$ cat src/sv/zci_pkg.sv
// Shared types and constants for the zero-crossing interpolator.
package zci_pkg;

  localparam int unsigned SampleWidthDef  = 32;
  localparam int unsigned FractionBitsDef = 16;

  localparam int unsigned CfgIdxW = 2;
  localparam logic [CfgIdxW-1:0] CFG_LEVEL_OFFSET = 2'd0;
  localparam logic [CfgIdxW-1:0] CFG_SLOPE_ENABLE = 2'd1;

  typedef enum logic [2:0] {
    ST_IDLE,
    ST_MUL,
    ST_LOAD_Z,
    ST_DIV_Z,
    ST_FIN_Z,
    ST_LOAD_S,
    ST_DIV_S,
    ST_DONE
  } state_e;

endpackage

$ cat src/sv/zero_crossing_interpolator.sv
// Zero-crossing interpolator for one column of (x, y) samples, top level.
//
// The block takes one (x, y) word at a time, adds the configured level offset
// to y, and compares it with the word held from before. When the offset y
// values touch or change sign between the two words, one result word gives
// the interpolated x where the line through them crosses zero, the slope
// dy/dx when slope_enable is set, and the crossing level -level_offset.
// A word flagged page_start, or the first word after reset, is only stored.
// A word that causes no result leaves the block idle, so the next word can
// follow right away. A crossing that is a special case (equal x values, or
// both offset y values zero) goes straight to the result. A general crossing
// runs a multiply step, then one radix-2 restoring divider shared by the
// position and slope quotients, each needing SAMPLE_WIDTH+1 subtract steps.
// With slope disabled the second division is skipped. When the slope is too
// steep for the quotient register it is clamped at once and the second
// division is skipped as well. Any crossing takes longer while the output
// register still holds a result that has not been read.
// The input is not ready while a word is in work; a finished result waits in
// an output register so the next word can be taken before it is consumed.
// Configuration is written through a plain write port with no wait states and
// must only change while the block idles.
module zero_crossing_interpolator
  import zci_pkg::*;
#(
  parameter int unsigned SAMPLE_WIDTH  = SampleWidthDef,
  parameter int unsigned FRACTION_BITS = FractionBitsDef
) (
  input  logic                           clk_i,
  input  logic                           rst_ni,
  // configuration write port
  input  logic                           cfg_we_i,
  input  logic [CfgIdxW-1:0]             cfg_index_i,
  input  logic [SAMPLE_WIDTH-1:0]        cfg_data_i,
  // input words
  input  logic                           in_valid_i,
  output logic                           in_ready_o,
  input  logic signed [SAMPLE_WIDTH-1:0] y_sample_i,
  input  logic signed [SAMPLE_WIDTH-1:0] x_sample_i,
  input  logic                           page_start_i,
  // result words
  output logic                           out_valid_o,
  input  logic                           out_ready_i,
  output logic signed [SAMPLE_WIDTH-1:0] zero_position_o,
  output logic signed [SAMPLE_WIDTH-1:0] slope_value_o,
  output logic                           slope_infinite_o,
  output logic signed [SAMPLE_WIDTH-1:0] crossing_level_o
);

  localparam int unsigned W  = SAMPLE_WIDTH;
  localparam int unsigned F  = FRACTION_BITS;
  // Quotient width: the position quotient never exceeds 2^W.
  localparam int unsigned QW = W + 1;
  // Divisor width: |dy| stays below 2^(W+1).
  localparam int unsigned DW = W + 2;
  // Numerator width covers both the product and the shifted |dy|.
  localparam int unsigned NW = (2 * W + 2 > W + 2 + F) ? 2 * W + 2 : W + 2 + F;
  localparam int unsigned CW = $clog2(QW);

  localparam logic [W-1:0] SMAX = {1'b0, {(W - 1){1'b1}}};
  localparam logic [W-1:0] SMIN = {1'b1, {(W - 1){1'b0}}};

  // Configuration registers.
  logic signed [W-1:0] level_offset_q;
  logic                slope_enable_q;

  // Held sample from the previous word.
  logic signed [W:0]   prev_y_q;
  logic signed [W-1:0] prev_x_q;
  logic                have_prev_q;

  // Per-crossing operands captured at accept time, and their product.
  logic signed [W-1:0] xp_q;
  logic [W:0]          mag_yp_q;
  logic [W:0]          mag_dx_q;
  logic [DW-1:0]       mag_dy_q;
  logic                neg_z_q;
  logic                neg_s_q;
  logic [2*W+1:0]      prod_q;

  // Shared divider.
  logic [DW-1:0]       rem_q;
  logic [QW-1:0]       lo_q;
  logic [QW-1:0]       quo_q;
  logic [DW-1:0]       dvs_q;
  logic [CW-1:0]       cnt_q;

  // Pending result. The slope comes from the divider only when its division ran.
  logic signed [W-1:0] res_zero_q;
  logic signed [W-1:0] res_slope_q;
  logic                res_inf_q;
  logic                slope_div_q;

  // Output register.
  logic                out_valid_q;
  logic signed [W-1:0] out_zero_q;
  logic signed [W-1:0] out_slope_q;
  logic                out_inf_q;
  logic signed [W-1:0] out_level_q;

  state_e state_q, state_d;

  // ---------------------------------------------------------------------
  // Accept-time arithmetic: offset add, pair compare and the differences.
  // ---------------------------------------------------------------------
  logic              in_fire;
  logic signed [W:0] cur_y;
  logic signed [W:0] dx_w;
  logic signed [W+1:0] dy_w;
  logic signed [W:0] xsum_w;
  logic signed [W:0] mid_w;
  logic              fresh;
  logic              crossing;
  logic              dx_zero;
  logic              dy_zero;

  assign in_ready_o = (state_q == ST_IDLE);
  assign in_fire    = in_valid_i && in_ready_o;

  always_comb begin
    cur_y    = $signed({y_sample_i[W-1], y_sample_i})
             + $signed({level_offset_q[W-1], level_offset_q});
    dx_w     = $signed({x_sample_i[W-1], x_sample_i}) - $signed({prev_x_q[W-1], prev_x_q});
    dy_w     = $signed({cur_y[W], cur_y}) - $signed({prev_y_q[W], prev_y_q});
    xsum_w   = $signed({x_sample_i[W-1], x_sample_i}) + $signed({prev_x_q[W-1], prev_x_q});
    // Halving truncates toward zero: a negative sum is bumped up by one first.
    mid_w    = xsum_w + $signed({{W{1'b0}}, xsum_w[W]});
    fresh    = page_start_i || !have_prev_q;
    crossing = ((prev_y_q <= 0) && (cur_y >= 0)) || ((prev_y_q >= 0) && (cur_y <= 0));
    dx_zero  = (dx_w == '0);
    dy_zero  = (dy_w == '0);
  end

  // ---------------------------------------------------------------------
  // Divider step and the quotient post-processing.
  // ---------------------------------------------------------------------
  logic [DW:0]     rem_sh;
  logic [DW:0]     rem_diff;
  logic            rem_ge;
  logic [NW-1:0]   num_z;
  logic [NW-1:0]   num_s;
  logic [NW-1:0]   num_s_hi;
  logic            slope_ovf;
  logic signed [W+1:0] zero_term;
  logic signed [W+1:0] zero_diff;
  logic signed [W-1:0] zero_sat;
  logic signed [W-1:0] slope_sat;
  logic signed [W-1:0] level_neg;

  always_comb begin
    rem_sh    = {rem_q, lo_q[QW-1]};
    rem_diff  = rem_sh - {1'b0, dvs_q};
    rem_ge    = !rem_diff[DW];

    num_z     = NW'(prod_q);
    num_s     = NW'(mag_dy_q) << F;
    num_s_hi  = num_s >> QW;
    slope_ovf = (num_s_hi >= NW'(mag_dx_q));

    zero_term = neg_z_q ? -$signed({1'b0, quo_q}) : $signed({1'b0, quo_q});
    zero_diff = $signed({{2{xp_q[W-1]}}, xp_q}) - zero_term;
    if ((zero_diff[W+1:W-1] == 3'b000) || (zero_diff[W+1:W-1] == 3'b111)) begin
      zero_sat = zero_diff[W-1:0];
    end else if (zero_diff[W+1]) begin
      zero_sat = SMIN;
    end else begin
      zero_sat = SMAX;
    end

    // Slope magnitude to signed, clamped at the ends of the range.
    if (neg_s_q) begin
      if (quo_q[W] || (quo_q[W-1] && (quo_q[W-2:0] != '0))) begin
        slope_sat = SMIN;
      end else begin
        slope_sat = -$signed(quo_q[W-1:0]);
      end
    end else begin
      if (quo_q[W] || quo_q[W-1]) begin
        slope_sat = SMAX;
      end else begin
        slope_sat = quo_q[W-1:0];
      end
    end

    // Negating the most negative offset clamps to the maximum.
    level_neg = (level_offset_q == SMIN) ? SMAX : -level_offset_q;
  end

  // ---------------------------------------------------------------------
  // Sequencer.
  // ---------------------------------------------------------------------
  logic out_load;

  always_comb begin
    state_d  = state_q;
    out_load = 1'b0;
    case (state_q)
      ST_IDLE: begin
        if (in_fire && !fresh && crossing) begin
          if (dx_zero || dy_zero) begin
            state_d = ST_DONE;
          end else begin
            state_d = ST_MUL;
          end
        end
      end
      ST_MUL:    state_d = ST_LOAD_Z;
      ST_LOAD_Z: state_d = ST_DIV_Z;
      ST_DIV_Z: begin
        if (cnt_q == '0) begin
          state_d = ST_FIN_Z;
        end
      end
      ST_FIN_Z: begin
        state_d = slope_enable_q ? ST_LOAD_S : ST_DONE;
      end
      ST_LOAD_S: begin
        state_d = slope_ovf ? ST_DONE : ST_DIV_S;
      end
      ST_DIV_S: begin
        if (cnt_q == '0) begin
          state_d = ST_DONE;
        end
      end
      ST_DONE: begin
        if (!out_valid_q || out_ready_i) begin
          out_load = 1'b1;
          state_d  = ST_IDLE;
        end
      end
      default: state_d = ST_IDLE;
    endcase
  end

  always_ff @(posedge clk_i or negedge rst_ni) begin
    if (!rst_ni) begin
      state_q <= ST_IDLE;
    end else begin
      state_q <= state_d;
    end
  end

  // Control state: configuration, held sample and its flag, and output valid.
  always_ff @(posedge clk_i or negedge rst_ni) begin
    if (!rst_ni) begin
      level_offset_q <= '0;
      slope_enable_q <= 1'b0;
      prev_y_q       <= '0;
      prev_x_q       <= '0;
      have_prev_q    <= 1'b0;
      out_valid_q    <= 1'b0;
    end else begin
      if (cfg_we_i) begin
        case (cfg_index_i)
          CFG_LEVEL_OFFSET: level_offset_q <= cfg_data_i;
          CFG_SLOPE_ENABLE: slope_enable_q <= cfg_data_i[0];
          default: ;
        endcase
      end
      if (in_fire) begin
        prev_y_q    <= cur_y;
        prev_x_q    <= x_sample_i;
        have_prev_q <= 1'b1;
      end
      if (out_load) begin
        out_valid_q <= 1'b1;
      end else if (out_ready_i) begin
        out_valid_q <= 1'b0;
      end
    end
  end

  // Datapath registers.
  always_ff @(posedge clk_i) begin
    case (state_q)
      ST_IDLE: begin
        if (in_fire) begin
          xp_q     <= prev_x_q;
          mag_yp_q <= prev_y_q[W] ? -prev_y_q : prev_y_q;
          mag_dx_q <= dx_w[W] ? -dx_w : dx_w;
          mag_dy_q <= dy_w[W+1] ? -dy_w : dy_w;
          neg_z_q  <= prev_y_q[W] ^ dx_w[W] ^ dy_w[W+1];
          neg_s_q  <= dy_w[W+1] ^ dx_w[W];
          res_inf_q   <= 1'b0;
          res_slope_q <= '0;
          slope_div_q <= 1'b0;
          if (dx_zero) begin
            res_zero_q <= prev_x_q;
            if (slope_enable_q) begin
              res_slope_q <= SMAX;
              res_inf_q   <= 1'b1;
            end
          end else begin
            res_zero_q <= mid_w[W:1];
          end
        end
      end
      ST_MUL: begin
        prod_q <= mag_yp_q * mag_dx_q;
      end
      ST_LOAD_Z: begin
        rem_q <= DW'(num_z >> QW);
        lo_q  <= num_z[QW-1:0];
        dvs_q <= mag_dy_q;
        cnt_q <= CW'(QW - 1);
      end
      ST_DIV_Z, ST_DIV_S: begin
        rem_q <= rem_ge ? rem_diff[DW-1:0] : rem_sh[DW-1:0];
        lo_q  <= lo_q << 1;
        quo_q <= {quo_q[QW-2:0], rem_ge};
        cnt_q <= cnt_q - 1'b1;
      end
      ST_FIN_Z: begin
        res_zero_q <= zero_sat;
      end
      ST_LOAD_S: begin
        rem_q <= num_s_hi[DW-1:0];
        lo_q  <= num_s[QW-1:0];
        dvs_q <= DW'(mag_dx_q);
        cnt_q <= CW'(QW - 1);
        slope_div_q <= !slope_ovf;
        if (slope_ovf) begin
          res_slope_q <= neg_s_q ? SMIN : SMAX;
        end
      end
      ST_DONE: begin
        if (out_load) begin
          out_zero_q  <= res_zero_q;
          out_slope_q <= slope_div_q ? slope_sat : res_slope_q;
          out_inf_q   <= res_inf_q;
          out_level_q <= level_neg;
        end
      end
      default: ;
    endcase
  end

  assign out_valid_o      = out_valid_q;
  assign zero_position_o  = out_zero_q;
  assign slope_value_o    = out_slope_q;
  assign slope_infinite_o = out_inf_q;
  assign crossing_level_o = out_level_q;

endmodule
$ cat config.mk
export PLATFORM = sky130hd
export DESIGN_NAME = zero_crossing_interpolator
export DESIGN_NICKNAME = d
export VERILOG_FILES = /design/src/sv/zci_pkg.sv /design/src/sv/zero_crossing_interpolator.sv
export SDC_FILE = /design/constraint.sdc
export NUM_CORES = 2
export LEC_CHECK = 0
export ABC_AREA = 1
export BUFFER_PORTS_ARGS = -buffer_cell sky130_fd_sc_hd__buf_2
export CAP_MARGIN = 40
export CORE_UTILIZATION = 25
export DETAILED_ROUTE_END_ITERATION = 7
export SKIP_LAST_GASP = 1
export SLEW_MARGIN = 20
export SYNTH_ARGS = -nofsm -noshare
export SYNTH_HDL_FRONTEND = slang
export SYNTH_SLANG_ARGS = --single-unit
$ cat constraint.sdc
create_clock -name clk_i -period 6.7 [get_ports clk_i]
set_input_delay 0.67 -clock clk_i [delete_from_list [all_inputs] [get_ports clk_i]]
set_output_delay 0.67 -clock clk_i [all_outputs]
set_load 0.05 [all_outputs]
Word level (Yosys, flattened, before mapping)
Cells that the tools add are included.
- divide/modulo/power cells: 0
- $lt $le $gt $ge: 5
- bitwise gates (word level): 3
- add/subtract/negate cells: 14
- multiply operators: 1
- equality and inequality tests: 16
- reductions and logical operators: 41
- mux-type cells: 39
- shift operators: 0
- operator list (kind ; count):
    2-to-1 mux 32 bit ; 13
    one-hot mux 32 bit (2 select lines) ; 2
    one-hot mux 34 bit (3 select lines) ; 1
    one-hot mux 33 bit (3 select lines) ; 1
    2-to-1 mux 34 bit ; 2
    one-hot mux 34 bit (2 select lines) ; 1
    adder 32 x 32 -> 33 bit ; 2
    greater-or-equal comparator 33 x 1 -> 1 bit, second input constant ; 2
    <= comparator 33 x 1 -> 1 bit, second input constant ; 2
    multiplier 33 x 33 -> 66 bit ; 1
    negation 33 bit ; 2
    negation 32 bit ; 2
    2-to-1 mux 31 bit ; 2
    subtractor 35 x 34 -> 35 bit ; 1
    zero test 34 bit ; 1
    negation 33 -> 34 bit ; 1
    negation 34 bit ; 1
    subtractor 32 x 34 -> 34 bit ; 1
    subtractor 33 x 33 -> 34 bit ; 1
    adder 33 x 2 -> 33 bit ; 1
    greater-or-equal comparator 17 x 33 -> 1 bit ; 1
    zero test 33 bit ; 1
    2-to-1 mux 33 bit ; 1
    subtractor 32 x 32 -> 33 bit ; 1
    28 further kinds ; 75
- bits in writable memories: 0
- ROM bits: 0
- memories kept: 0
- output and inout bits: 99
- bits in registers: 606
- bits in latches: 0
- logic and storage cells: 149

Longest topological paths before layout
- word-level depth: 7
- depth in mapped cells: 33
- depth with buffers taken out: 32

Worst setup path after synthesis
OpenSTA, ideal clock, no wires.
- path kind: flip-flop to flip-flop
- start: register mag_dx_q[0]
- end: register prod_q[65], in the netlist num_z[65] (data pin)
- buffers on the path: 2
- arrival: 6.747 ns
- slack: -0.306 ns
- stages on the path, launching flop included: 33
- cells stage by stage: edfxtp_1 clkbuf_1 clkbuf_1 nand2_1 inv_1 fa_1 inv_1 fa_1 inv_1 fa_1 inv_1 fa_1 inv_1 fa_1 inv_1 fa_1 inv_1 fa_1 inv_1 fa_1 inv_1 ha_1 nand2_1 nor2_1 inv_1 nor3_1 and3_1 nand3_1 nand3_1 nand2_1 o211ai_1 a31oi_1 xnor2_1
- longest elaborated chain between the ends: 1
- RTL lines (item ; RTL line ; source):
    start, declared ; zero_crossing_interpolator.sv:74 ; logic [W:0] mag_dx_q;
    start signal, assigned ; zero_crossing_interpolator.sv:279 ; mag_dx_q <= dx_w[W] ? -dx_w : dx_w;
    multiplier 33 x 33 -> 66 bit ; zero_crossing_interpolator.sv:298 ; prod_q <= mag_yp_q * mag_dx_q;
    end signal, assigned ; zero_crossing_interpolator.sv:298 ;
    end, declared ; zero_crossing_interpolator.sv:78 ; logic [2*W+1:0] prod_q;
No other way between the ends.
A chain may end at the register's enable or synchronous reset.

Final worst setup path
- start: register mag_yp_q[14]
- end: register prod_q[55], in the netlist num_z[55] (data pin)
- longest elaborated chain between the ends: 1
- RTL lines (item ; RTL line ; source):
    start, declared ; zero_crossing_interpolator.sv:73 ; logic [W:0] mag_yp_q;
    start signal, assigned ; zero_crossing_interpolator.sv:278 ; mag_yp_q <= prev_y_q[W] ? -prev_y_q : prev_y_q;
    multiplier 33 x 33 -> 66 bit ; zero_crossing_interpolator.sv:298 ;
No other way between the ends.

==> flow_metrics.env <==
export IMPL_rsz0062_at_grt="yes"
export IMPL_path_class="reg2reg"
export IMPL_worstSetupEndpointType="flop"
export IMPL_post_route_period_util_pct=107
export IMPL_dp_hpwl_mm=208
export IMPL_port_buffers=202
export IMPL_cts_max_level=3
export IMPL_clock_root_buffer="clkbuf_16"
export IMPL_synth_fp_nets=11623
export IMPL_relSlewSlack_pct=43.6
export IMPL_ant_nets=0
export IMPL_setup_tns_ps=-12250
export IMPL_vias=66207
export IMPL_fp_dieH_um=557
export IMPL_synth_area_leaders="fa_1 25%, edfxtp_1 18%, nand2_1 13%"
export IMPL_syn_area_sq_um=77100
export IMPL_drc=0
export IMPL_cp_arrival_ps=7660
export IMPL_drtIter0Drc=5797
export IMPL_antenna_found_initial=28
export IMPL_drt_wirelength_per_cell_um=17.2
export IMPL_critical_path_slowest_cell="fa_1"
export IMPL_ys_seq_area_share_pct=21.8
export IMPL_ys_seq_elements=576
export IMPL_synth_warnings=0
export IMPL_use_met3_pct=2.59
export IMPL_cp_start_kind="flop"
export IMPL_clk_pin_slew_ps=60
export IMPL_multiInputGateArea_sq_um=51500
export IMPL_use_met1_pct=22.0
export IMPL_fp_dieW_um=557
export IMPL_drv_slew=0
export IMPL_worstHoldPathType="in2reg"
export IMPL_cpPeakStageDelay_ps=570
export IMPL_hold_violations=0
export IMPL_dr_pass1_iters=6
export IMPL_grt_pass1_wl_mm=390
export IMPL_regArea_sq_um=16800
export IMPL_top_usage_layer="met2"
export IMPL_num_fill_cells=32904
export IMPL_status="complete, but fails checks"
export IMPL_grtUsageTotal_pct=16.2
export IMPL_use_met2_pct=26.4
export IMPL_cts_tree="built"
export IMPL_required_ps=7160
export IMPL_core_sq_um=306000
export IMPL_start_util_pct=25.2
export IMPL_crit_path_frequent_cell="fa_1"
export IMPL_numCtsBuffers=75
export IMPL_fin_ws_ps=-491
export IMPL_setup_viol=41
export IMPL_max_freq_ghz=0.139
export IMPL_synthCells=10066
export IMPL_grt_max_degree=130
export IMPL_avgViaCountPerCell=4.50
export IMPL_final_common_cell="nand2_1"
export IMPL_drt_wl_total_mm=253
export IMPL_drive_above_1_share_pct=13.0
export IMPL_placementRows=203
export IMPL_place_congestion=0.947
export IMPL_synth_top_area_cell="fa_1"
export IMPL_synth_top_area_share_pct=25.0
export IMPL_failed_checks="setup timing"
export IMPL_overflow=0
export IMPL_crit_fanout=6
export IMPL_clk_latency_ps=730
export IMPL_syn_area_per_cell_sq_um=7.66
export IMPL_nets=12115
export IMPL_maxCapViolCount=0
export IMPL_cts_sinks=576
export IMPL_tightest_slew_ps=845
export IMPL_yosysUniqueCellTypes=60
export IMPL_dieArea_sq_um=311000
export IMPL_period_needed_ps=7190
export IMPL_clock_path_buffers=3
export IMPL_grt_pass1_vias=66145
export IMPL_pin_count=203
export IMPL_area_growth_pct=19.5
export IMPL_mostFrequentLayoutCells="2647 x nand2_1, 2308 x inv_1, 928 x fa_1"
export IMPL_finClkSkew_ps=59.3
==> worst max-delay path: cells and delay by family, from the launching register on <==
kind	cells	cell delay (ps)
buffers and inverters	9	840
AOI/OAI and AO/OA	4	770
adders and majority gates	9	4300
xor gates and xnor gates	1	130
DFF	1	440
and+or+nand+nor	5	480
==> kinds of logic after synthesis <==
family / Yosys count / share of synthesized area [%]
flip-flops: 576 / 21.8
buffers and inverters: 2799 / 13.7
AO/OA/AOI/OAI: 1010 / 7.37
multiplexers: 12 / 0.175
adder cells (fa/ha/maj): 1453 / 33.0
AND/OR/NAND/NOR: 3900 / 20.4
XOR/XNOR: 316 / 3.61
==> layout make-up <==
| type | instances | area share (%) |
|---|---|---|
| multi-input combinational | 6691 | 55.9 |
| sequential | 576 | 18.2 |
| inverter | 2415 | 9.85 |
| timing repair buffer | 799 | 7.75 |
| tap | 4100 | 5.57 |
| clock buffer | 86 | 2.11 |
| clock inverter | 54 | 0.607 |
| antenna | 7 | 0.0190 |
==> Yosys cell counts, drive strengths merged <==
cell type  number
a211oi          3
a21boi         11
a21o           29
a21oi         370
a221oi          7
a22o           15
a22oi          34
a31o            1
a31oi          41
and2            4
and3            4
buf            50
clkbuf        334
clkinv          6
dfrtp         103
edfxtp        473
fa            964
ha            489
inv          2409
mux2           12
nand2        2724
nand3         289
nand3b         22
nand4          87
nor2          635
nor3           79
nor3b           5
nor4           35
o2111ai         2
o211ai         11
o21a           20
o21ai         410
o21bai         22
o221a           1
o221ai         26
o31ai           7
or2            16
xnor2          71
xor2          245
==> worst paths after layout <==
path                            slack, ps  depth (start not counted)      startpoint             endpoint
worst max-delay path                 -490                         28    mag_yp_q[14]            num_z[55]
worst min-delay path                  180                          2   cfg_data_i[7]    level_offset_q[7]
worst max register to register       -490                         28    mag_yp_q[14]            num_z[55]
worst min register to register        420                          0  res_zero_q[25]  zero_position_o[25]
max in group asynchronous            5010                          4          rst_ni          prev_x_q[4]
min in group asynchronous             440                          2          rst_ni    level_offset_q[3]
==> routing by layer <==
layer	up-vias	routed length, um
met2	2165	116000
met4	18	7300
met5	-	102
met3	377	18400
met1	32177	112000
li1	31470	-
==> through the flow <==
| step | util [%] | instance area, sq um | setup slack, ps | std cells | hold WS (ps) |
|---|---|---|---|---|---|
| finish | 30.1 | 92200 | -491 | 14728 | 184 |
| global route | 30.1 | 92200 | -670 | 14723 | 176 |
| CTS | 29.7 | 90900 | -429 | 14671 | 133 |
| detailed placement | 28.4 | 86800 | -722 | 14463 | 405 |
| global placement | 28.3 | 86800 | -634 | 14458 | 402 |
| floorplan | - | 77500 | -22.1 | 10066 | 374 |
==> registers in the layout (all words and copies together), names as in the netlist, 33 cells and up <==
signal / cells
prev_y_q: 33
mag_yp_q: 33
num_z: 66
mag_dx_q: 33
quo_q: 33
dvs_q: 34
lo_q: 33
mag_dy_q: 34
rem_q: 34
==> what timing repair did <==
action / 4_1_cts / 5_1_grt
hold endpoints to repair: 27 / 0
gates resized for setup: 256 / 221
pin swaps: 104 / 152
gates cloned: 2 / 3
setup buffers: 69 / 49
hold buffers: 1 / 0
endpoints found under the setup margin: 40 / 45
Power is left out: the tool's default activity adds up to more than one toggle a clock period on the data nets, which glitch-free logic cannot reach.
